--- src/rtl/srif_pkg.sv ---
// shared types, constants and width helpers for the regularized inverse filter
package srif_pkg;

    localparam int CFG_WIDTH = 32;
    localparam logic [CFG_WIDTH-1:0] SCALE_RESET = 32'hFFFF_FFFF;
    localparam logic [CFG_WIDTH-1:0] BETA_SQ_RESET = 32'h0000_0000;

    // register index, taken from byte address bit 2
    typedef enum logic {
        REG_SCALE   = 1'b0,
        REG_BETA_SQ = 1'b1
    } srif_reg_t;

    // per-bin status carried alongside the division chain
    typedef struct packed {
        logic neg_re;
        logic neg_im;
        logic ovf_re;
        logic ovf_im;
        logic zero_den;
    } srif_flags_t;

    // width of the denominator |H|^2 + beta^2
    function automatic int den_width(input int sample_w, input int frac_w);
        int a;
        int b;
        a = 2 * sample_w;
        b = CFG_WIDTH + frac_w;
        return ((a > b) ? a : b) + 1;
    endfunction

endpackage

--- src/rtl/srif_div_cell.sv ---
// one restoring-division cell: one quotient bit for each part per transaction
module srif_div_cell #(
    parameter int SAMPLE_WIDTH  = 32,
    parameter int FRACTION_BITS = 16
) (
    input  logic                                   clk,
    input  logic                                   rst_n,
    input  logic                                   in_valid,
    output logic                                   in_ready,
    input  logic [srif_pkg::den_width(SAMPLE_WIDTH, FRACTION_BITS)+1:0] in_rem_re,
    input  logic [srif_pkg::den_width(SAMPLE_WIDTH, FRACTION_BITS)+1:0] in_rem_im,
    input  logic [SAMPLE_WIDTH:0]                  in_low_re,
    input  logic [SAMPLE_WIDTH:0]                  in_low_im,
    input  logic [SAMPLE_WIDTH:0]                  in_q_re,
    input  logic [SAMPLE_WIDTH:0]                  in_q_im,
    input  logic [srif_pkg::den_width(SAMPLE_WIDTH, FRACTION_BITS):0]   in_d2,
    input  srif_pkg::srif_flags_t                  in_flags,
    output logic                                   out_valid,
    input  logic                                   out_ready,
    output logic [srif_pkg::den_width(SAMPLE_WIDTH, FRACTION_BITS)+1:0] out_rem_re,
    output logic [srif_pkg::den_width(SAMPLE_WIDTH, FRACTION_BITS)+1:0] out_rem_im,
    output logic [SAMPLE_WIDTH:0]                  out_low_re,
    output logic [SAMPLE_WIDTH:0]                  out_low_im,
    output logic [SAMPLE_WIDTH:0]                  out_q_re,
    output logic [SAMPLE_WIDTH:0]                  out_q_im,
    output logic [srif_pkg::den_width(SAMPLE_WIDTH, FRACTION_BITS):0]   out_d2,
    output srif_pkg::srif_flags_t                  out_flags
);
    import srif_pkg::*;

    localparam int W  = SAMPLE_WIDTH;
    localparam int DW = den_width(SAMPLE_WIDTH, FRACTION_BITS);
    localparam int RW = DW + 2;

    logic          valid_reg;
    logic          adv;
    logic [RW-1:0] sh_re, sh_im, rem_re_next, rem_im_next;
    logic          ge_re, ge_im;
    logic [RW-1:0] rem_re_reg, rem_im_reg;
    logic [W:0]    low_re_reg, low_im_reg, q_re_reg, q_im_reg;
    logic [DW:0]   d2_reg;
    srif_flags_t   flags_reg;

    assign adv      = !valid_reg || out_ready;
    assign in_ready = adv;

    always_comb
    begin
        sh_re       = {in_rem_re[RW-2:0], in_low_re[W]};
        sh_im       = {in_rem_im[RW-2:0], in_low_im[W]};
        ge_re       = sh_re >= RW'(in_d2);
        ge_im       = sh_im >= RW'(in_d2);
        rem_re_next = ge_re ? sh_re - RW'(in_d2) : sh_re;
        rem_im_next = ge_im ? sh_im - RW'(in_d2) : sh_im;
    end

    always_ff @(posedge clk or negedge rst_n)
    begin
        if (!rst_n)
            valid_reg <= 1'b0;
        else if (adv)
            valid_reg <= in_valid;
    end

    always_ff @(posedge clk)
    begin
        if (adv)
        begin
            rem_re_reg <= rem_re_next;
            rem_im_reg <= rem_im_next;
            low_re_reg <= {in_low_re[W-1:0], 1'b0};
            low_im_reg <= {in_low_im[W-1:0], 1'b0};
            q_re_reg   <= {in_q_re[W-1:0], ge_re};
            q_im_reg   <= {in_q_im[W-1:0], ge_im};
            d2_reg     <= in_d2;
            flags_reg  <= in_flags;
        end
    end

    assign out_valid  = valid_reg;
    assign out_rem_re = rem_re_reg;
    assign out_rem_im = rem_im_reg;
    assign out_low_re = low_re_reg;
    assign out_low_im = low_im_reg;
    assign out_q_re   = q_re_reg;
    assign out_q_im   = q_im_reg;
    assign out_d2     = d2_reg;
    assign out_flags  = flags_reg;

endmodule

--- config.mk ---
export PLATFORM = sky130hd
export DESIGN_NAME = srif_div_cell
export DESIGN_NICKNAME = d
export VERILOG_FILES = /design/src/rtl/srif_pkg.sv /design/src/rtl/srif_div_cell.sv
export SDC_FILE = /design/constraint.sdc
export NUM_CORES = 1
export LEC_CHECK = 0
export BUFFER_PORTS_ARGS = -buffer_cell sky130_fd_sc_hd__buf_2
export CAP_MARGIN = 30
export CORE_AREA = 2 2 262 264
export CTS_CLUSTER_DIAMETER = 60
export DETAILED_ROUTE_END_ITERATION = 8
export DIE_AREA = 0 0 264 266
export MAX_ROUTING_LAYER = met4
export SETUP_SLACK_MARGIN = 0.4
export SYNTH_ARGS = -nofsm -noshare
export SYNTH_HDL_FRONTEND = slang
export SYNTH_SLANG_ARGS = --single-unit
--- constraint.sdc ---
create_clock -name clk -period 16 [get_ports clk]
set_input_delay 3.2 -clock clk [delete_from_list [all_inputs] [get_ports clk]]
set_output_delay 3.2 -clock clk [all_outputs]
set_load 0.02 [all_outputs]
==> run_results.csv, run 1 <==
group,metric,value,unit
critical_path,setup.reg_to_reg.worst_slack,13.14,ns
timing,finalHoldViolCount,0,
pwr,p_leak,11.1,nW
timing,clock-skew-final,0.0168,ns
timing,timing.final.ws_setup,8.81,ns
final_layout,flow.area_growth_from_synthesis,29.0,%
timing,grt_setup_unrepaired,"no",
critical_path,worstSetupStartpointType,"primary input",
global_route,grt_first_pass_wirelength,110,mm
clock_tree,cts_resized,0,
critical_path,r2r_start,"out_valid$_DFFE_PN0P_",
placement,gp_routability_congestion,0.925,
global_route,groute.usage.overall,0.217,
floorplan,core_area,0.0677,sq mm
logic_synthesis,async_reset_ff_frac,0.00298,
critical_path,cp_slowest_stage_delay,0.45,ns
worst_hold_path,hold_class,"register to register",
clock_tree,cts-root-buf,"clkbuf_16",
floorplan,die_footprint,0.0702,sq mm
timing,slew_worst_pin,0.944,ns
global_route,antenna_violations_before_repair,15,
final_layout,layout_cell_share_with_drive_strength_beyond_1,0.299,
run,max_cap_violations,0,
critical_path,critical_path.cell_chain,"buf_2, nand2b_4, buf_2",
route,routed_via_density,5.00,
worst_hold_path,hold_end,"out_valid$_DFFE_PN0P_",
route,wl,77.4,mm
final_layout,finish.net_count,3058,
final_layout,finalCoreUtilization,0.378,
route,detailedRoute.firstIterationViolations,1438,
clock_tree,worst_skew_pair.late_latency,0.58,ns
worst_hold_path,worst_hold_path_stage_count,2,
timing,slew_viols_final,0,
pwr,peak_vdd_ir,76.9,uV
logic_synthesis,synthDistinctLibCells,74,
clock_tree,post-cts-setup-buffers,0,
timing,max_freq,0.139,GHz
global_route,maximum_number_of_pins_on_one_net_before_global_route_repair,134,
logic_synthesis,postSynthRegisterBits,336,
worst_hold_path,hold_path_startpoint,"out_valid$_DFFE_PN0P_",
clock_tree,worst_setup_hold_path_clk_slew,0.05,ns
route,detail_route.drc_violations,0,
clock_tree,cts-buffers-inserted,47,
clock_tree,ctsHtreeMaxLevel,2,
logic_synthesis,synth_enable_flop_cells,335,
logic_synthesis,synthesis.instances,1933,
placement,place_hpwl,63.7,mm
floorplan,ios,680,
logic_synthesis,yosysWarningCount,0,
logic_synthesis,postSynthAreaPerCell,10.3,sq um
clock_tree,cts_hold_buf,0,
logic_synthesis,synth_seq_area_share,0.508,
placement,place_worst_setup_slack,8.17,ns
timing,final_cycle_share,0.450,
route,total_number_of_vias,17582,
floorplan,die_h,266,um
critical_path,worst-endpoint-required,12.80,ns
critical_path,most_used_cell_along_the_critical_path,"buf_2",
clock_tree,cts_max_path_buffers,3,
placement,post-place-cells,3415,
critical_path,worst_r2r_path_depth,3,
floorplan,floorplan.rows,96,
final_layout,final_cell_count_no_fill,3513,
logic_synthesis,dominantRegCellSynth,"edfxtp_1",
timing,report.final.setup_viol,0,
route,routedWlPerCell,22.0,um
critical_path,crit_slowest_cell,"nand2b_4",
placement,io_buffer_count,673,
global_route,globalRouteOverflowTotal,0,
route,detail_route.first_pass.iterations,5,
critical_path,worst_r2r_endpoint,"out_rem_im[50]$_DFFE_PP_",
outcome,outcome,"completed",
critical_path,crit_type,"primary input to output pin",
floorplan,die_width,264,um
critical_path,worst_ep_arrival_time,3.99,ns
critical_path,path_delay_family,"simple AND/OR/NAND/NOR gates",
pwr,power-per-cell-area,114,mW/mm^2
pwr,p_total,0.00293,W
logic_synthesis,syn_area,0.0199,sq mm
timing,worst_slew_margin_relative_to_its_limit,0.370,
floorplan,initial_core_util,0.293,
critical_path,crit_path_end_kind,"output pin",
route,ant_nets,0,
timing,total_negative_setup_slacks,0,ns
global_route,vias_in_the_first_global_route,16907,
clock_tree,cts.sinks,336,
critical_path,crit_fanout,33,
critical_path,buffer_and_inverter_count_on_the_worst_path,2,
clock_tree,cts_tree,"done",
timing,period_minus_slack,7.19,ns
-- worst register-to-register path: stages, from the launching register on --
cell,delay [ns]
dfrtp_1,0.40
nand2b_4,0.42
buf_12,0.55
buf_4,1.04
-- state kept, by name, indices dropped and copies added, names as in the netlist --
name,flops
out_rem_im,67
out_q_im,33
out_flags,5
out_valid,1
out_q_re,33
out_low_re,32
out_low_im,32
out_d2,66
out_rem_re,67
-- final cells by class --
type                       count  area, sq um
antenna                       13         32.5
clock buffer                  53         1200
clock inverter                31          304
fill                        6903        42100
inverter                     111          417
multi-input combinational   1398         8980
sequential                   336        10100
tap                          882         1100
timing repair buffer         689         3510
-- worst max path at each step --
stage,start,endpoint,slack (ns),depth (start not counted)
floorplan,out_ready,in_ready,1.44,1
CTS,out_ready,in_ready,8.77,3
global route,out_ready,in_ready,8.74,3
global placement,in_d2[1],out_rem_im[41]$_DFFE_PP_,8.21,14
detailed placement,in_d2[1],out_rem_im[41]$_DFFE_PP_,8.17,14
finish,out_ready,in_ready,8.81,3
-- placed cells by master (no fill, tap or decap), types with 32 or more instances in the layout --
cell	instances
xor2_1	56
o21ai_0	171
a21o_1	66
edfxtp_1	335
inv_1	110
xnor2_1	68
nor2_1	107
o21ai_1	32
clkbuf_16	47
buf_2	673
a21oi_1	177
nand2_1	247
nand4_1	50
ha_1	132
-- cells in the mapped netlist (30+ instances only) --
cell	number	area, sq um
a21o_1	66	495
a21oi_1	177	886
clkbuf_1	64	240
edfxtp_1	335	10100
ha_1	132	1650
inv_1	110	413
nand2_1	247	927
nand4_1	50	313
nor2_1	107	402
o21ai_0	171	856
o21ai_1	32	160
o21bai_1	30	225
xnor2_1	68	596
xor2_1	56	490
-- metal layers --
layer	track usage	wire [um]	vias to the layer above	part of all wire
li1	-	-	8458	-
met1	0.254	31100	8369	0.40
met2	0.373	38800	664	0.50
met3	0.0415	5110	91	0.066
met4	0.0736	2440	0	0.031
met5	-	0	-	0
-- metrics by stage --
stage	hold slack, ns	instance area, sq um
after floorplan	2.90	19900
after global placement	0.900	24100
after detailed placement	0.943	24100
after CTS	0.956	25600
after global routing	1.03	25600
final	0.924	25600
-- cell families (layout without fill, tap and decap cells) --
logic type      count (synthesis)  in the layout  share of synthesized area
flops                         336            336                      0.508
mux                            10             10                    0.00573
xor+xnor                      124            124                     0.0547
fa+ha+maj                     134            134                     0.0851
simple gates                  524            524                      0.119
compound gates                604            604                      0.186
other cells                     1             15                   0.000189
buf+inv                       200            884                     0.0416
-- report_power, final --
group	switching, W	internal [W]
logic	0.000521	0.000263
registers	0.0000262	0.00110
clock network	0.000423	0.000597
total	0.000971	0.00196
No activity file was read; power rests on OpenSTA's default activity.
==> run 2, diff against run 1 <==
==> constraint.sdc (replaced) <==
create_clock -name clk -period 5.93 [get_ports clk]
set_input_delay 1.186 -clock clk [delete_from_list [all_inputs] [get_ports clk]]
set_output_delay 1.186 -clock clk [all_outputs]
set_load 0.02 [all_outputs]
==> run 2 against run 1 <==
Effect of this change:
- first-iteration DRC count down 1.2%
- combinational power rose to 2.7 times the previous value
- register-to-register slack worse by 9.3 ns
- clock skew is 0.0021 ns lower
- critical path type is now primary input to register
==> run_results.csv, run 2 (synthesis gave the netlist of run 1 again) <==
group,metric,value,unit
timing,grt_setup_unrepaired,"no",
global_route,maximum_number_of_pins_on_one_net_before_global_route_repair,130,
timing,slew_viols_final,0,
global_route,grt_first_pass_wirelength,110,mm
clock_tree,cts_hold_buf,0,
timing,final_cycle_share,0.765,
route,met3_wirelength,4.61,mm
pwr,p_total,0.00790,W
final_layout,finalCoreUtilization,0.379,
placement,io_buffer_count,673,
floorplan,ios,680,
route,ant_nets,0,
route,met2RoutedLength,38.3,mm
floorplan,die_footprint,0.0702,sq mm
clock_tree,cts-root-buf,"clkbuf_16",
final_layout,layout_cell_share_with_drive_strength_beyond_1,0.299,
critical_path,critical_path.cell_chain,"buf_2, inv_1, ha_1, a21oi_1, o21ai_0, a21oi_1, nor2_1, o311ai_1, o311ai_4, a41oi_4, buf_4, mux2_4",
timing,clock-skew-final,0.0147,ns
timing,max_freq,0.220,GHz
pwr,p_leak,11.2,nW
clock_tree,cts-buffers-inserted,46,
clock_tree,cts_tree,"done",
clock_tree,cts_max_path_buffers,3,
worst_hold_path,hold_class,"primary input to async pin",
global_route,vias_in_the_first_global_route,17005,
run,max_cap_violations,0,
timing,finalHoldViolCount,0,
global_route,groute.usage.overall,0.215,
route,total_number_of_vias,17486,
clock_tree,worst_setup_hold_path_clk_slew,0.06,ns
pwr,peak_vdd_ir,243,uV
critical_path,path_delay_family,"compound AO/OA/AOI/OAI gates",
floorplan,die_width,264,um
critical_path,crit_type,"primary input to register",
final_layout,final_cell_mix,"673 x buf_2, 335 x edfxtp_1, 247 x nand2_1",
critical_path,crit_fanout,53,
timing,worst_slew_margin_relative_to_its_limit,0.412,
final_layout,n_fill_cell,6811,
floorplan,initial_core_util,0.293,
timing,slew_worst_pin,0.882,ns
placement,post-place-cells,3418,
placement,gp_routability_congestion,0.916,
clock_tree,cts_resized,0,
route,detailedRoute.firstIterationViolations,1421,
floorplan,floorplan.rows,96,
route,top_layer,"met4",
critical_path,cp_slowest_stage_delay,0.49,ns
outcome,outcome,"completed",
floorplan,die_h,266,um
final_layout,final_common_cell,"buf_2",
route,m1WireLength,31.2,mm
final_layout,flow.area_growth_from_synthesis,29.1,%
global_route,globalRouteOverflowTotal,0,
clock_tree,worst_skew_pair.late_latency,0.57,ns
critical_path,setup.reg_to_reg.worst_slack,3.86,ns
critical_path,worst_ep_arrival_time,4.86,ns
clock_tree,ctsHtreeMaxLevel,2,
route,detail_route.drc_violations,0,
floorplan,core_area,0.0677,sq mm
final_layout,finish.net_count,3059,
critical_path,buffer_and_inverter_count_on_the_worst_path,3,
critical_path,worstSetupStartpointType,"primary input",
route,detail_route.first_pass.iterations,5,
timing,report.final.setup_viol,0,
final_layout,final_cell_count_no_fill,3505,
global_route,antenna_violations_before_repair,12,
route,routed_via_density,4.99,
route,wl,76.1,mm
clock_tree,post-cts-setup-buffers,0,
timing,total_negative_setup_slacks,0,ns
critical_path,crit_slowest_cell,"buf_4",
clock_tree,cts.sinks,336,
timing,period_minus_slack,4.54,ns
placement,place_hpwl,62.6,mm
critical_path,worst-endpoint-required,6.26,ns
route,routedWlPerCell,21.7,um
pwr,power-per-cell-area,308,mW/mm^2
critical_path,most_used_cell_along_the_critical_path,"a21oi_1",
critical_path,crit_path_end_kind,"register",
## run 2: changes by cell type in the layout (fill, tap and decap cells not counted), moves of 2 or more
cell       before  now
diode_2        13    8
inv_8           6    3
buf_12          2    4
bufinv_16       3    5
clkbuf_1        6    8
clkinv_1        8    6
clkinv_2        5    3
## run 2: routing by layer
layer,global-route usage,vias up
li1,-,8462
met1,0.256,8276
met2,0.370,661
met3,0.0404,87
met4,0.0596,0
met5,-,-
## run 2: worst reg2reg max path, stage by stage (launching register included)
cell      delay [ns]
dfrtp_1         0.41
nand2b_4        0.47
buf_12          0.55
## run 2: final timing paths
kind	depth (start not counted)	startpoint	endpoint
worst max register to register	2	out_valid$_DFFE_PN0P_	out_d2[41]$_DFFE_PP_
min in group clk	1	in_flags[0]	out_flags[0]$_DFFE_PP_
max in group asynchronous	1	rst_n	out_valid$_DFFE_PN0P_
worst max-delay path	12	in_d2[28]	out_rem_re[1]$_DFFE_PP_
worst min register to register	1	out_valid$_DFFE_PN0P_	out_q_re[19]$_DFFE_PP_
worst min-delay path	1	rst_n	out_valid$_DFFE_PN0P_
## run 2: through the flow
step,setup slack [ns],hold slack (ns),cell area [sq um]
2_1_floorplan,1.19,0.890,19900
3_3_place_gp,0.813,0.961,24100
3_5_place_dp,0.807,0.962,24100
4_1_cts,1.43,0.341,25600
5_1_grt,1.25,0.352,25600
6_report,1.39,0.378,25600
## run 2: layout make-up
| cell class | instances | area, sq um | share of cell area |
|---|---|---|---|
| clock buffer | 54 | 1180 | 0.0461 |
| clock inverter | 25 | 309 | 0.0120 |
| tap | 882 | 1100 | 0.0430 |
| multi-input combinational | 1398 | 8980 | 0.350 |
| timing repair buffer | 691 | 3550 | 0.139 |
| sequential | 336 | 10100 | 0.393 |
| antenna | 8 | 20.0 | 0.000781 |
| inverter | 111 | 417 | 0.0162 |
## run 2: report_power, final
group / internal [W] / total, W / switching (W)
registers: 0.00297 / 0.00304 / 0.0000753
logic: 0.000713 / 0.00211 / 0.00140
clock network: 0.00166 / 0.00275 / 0.00109
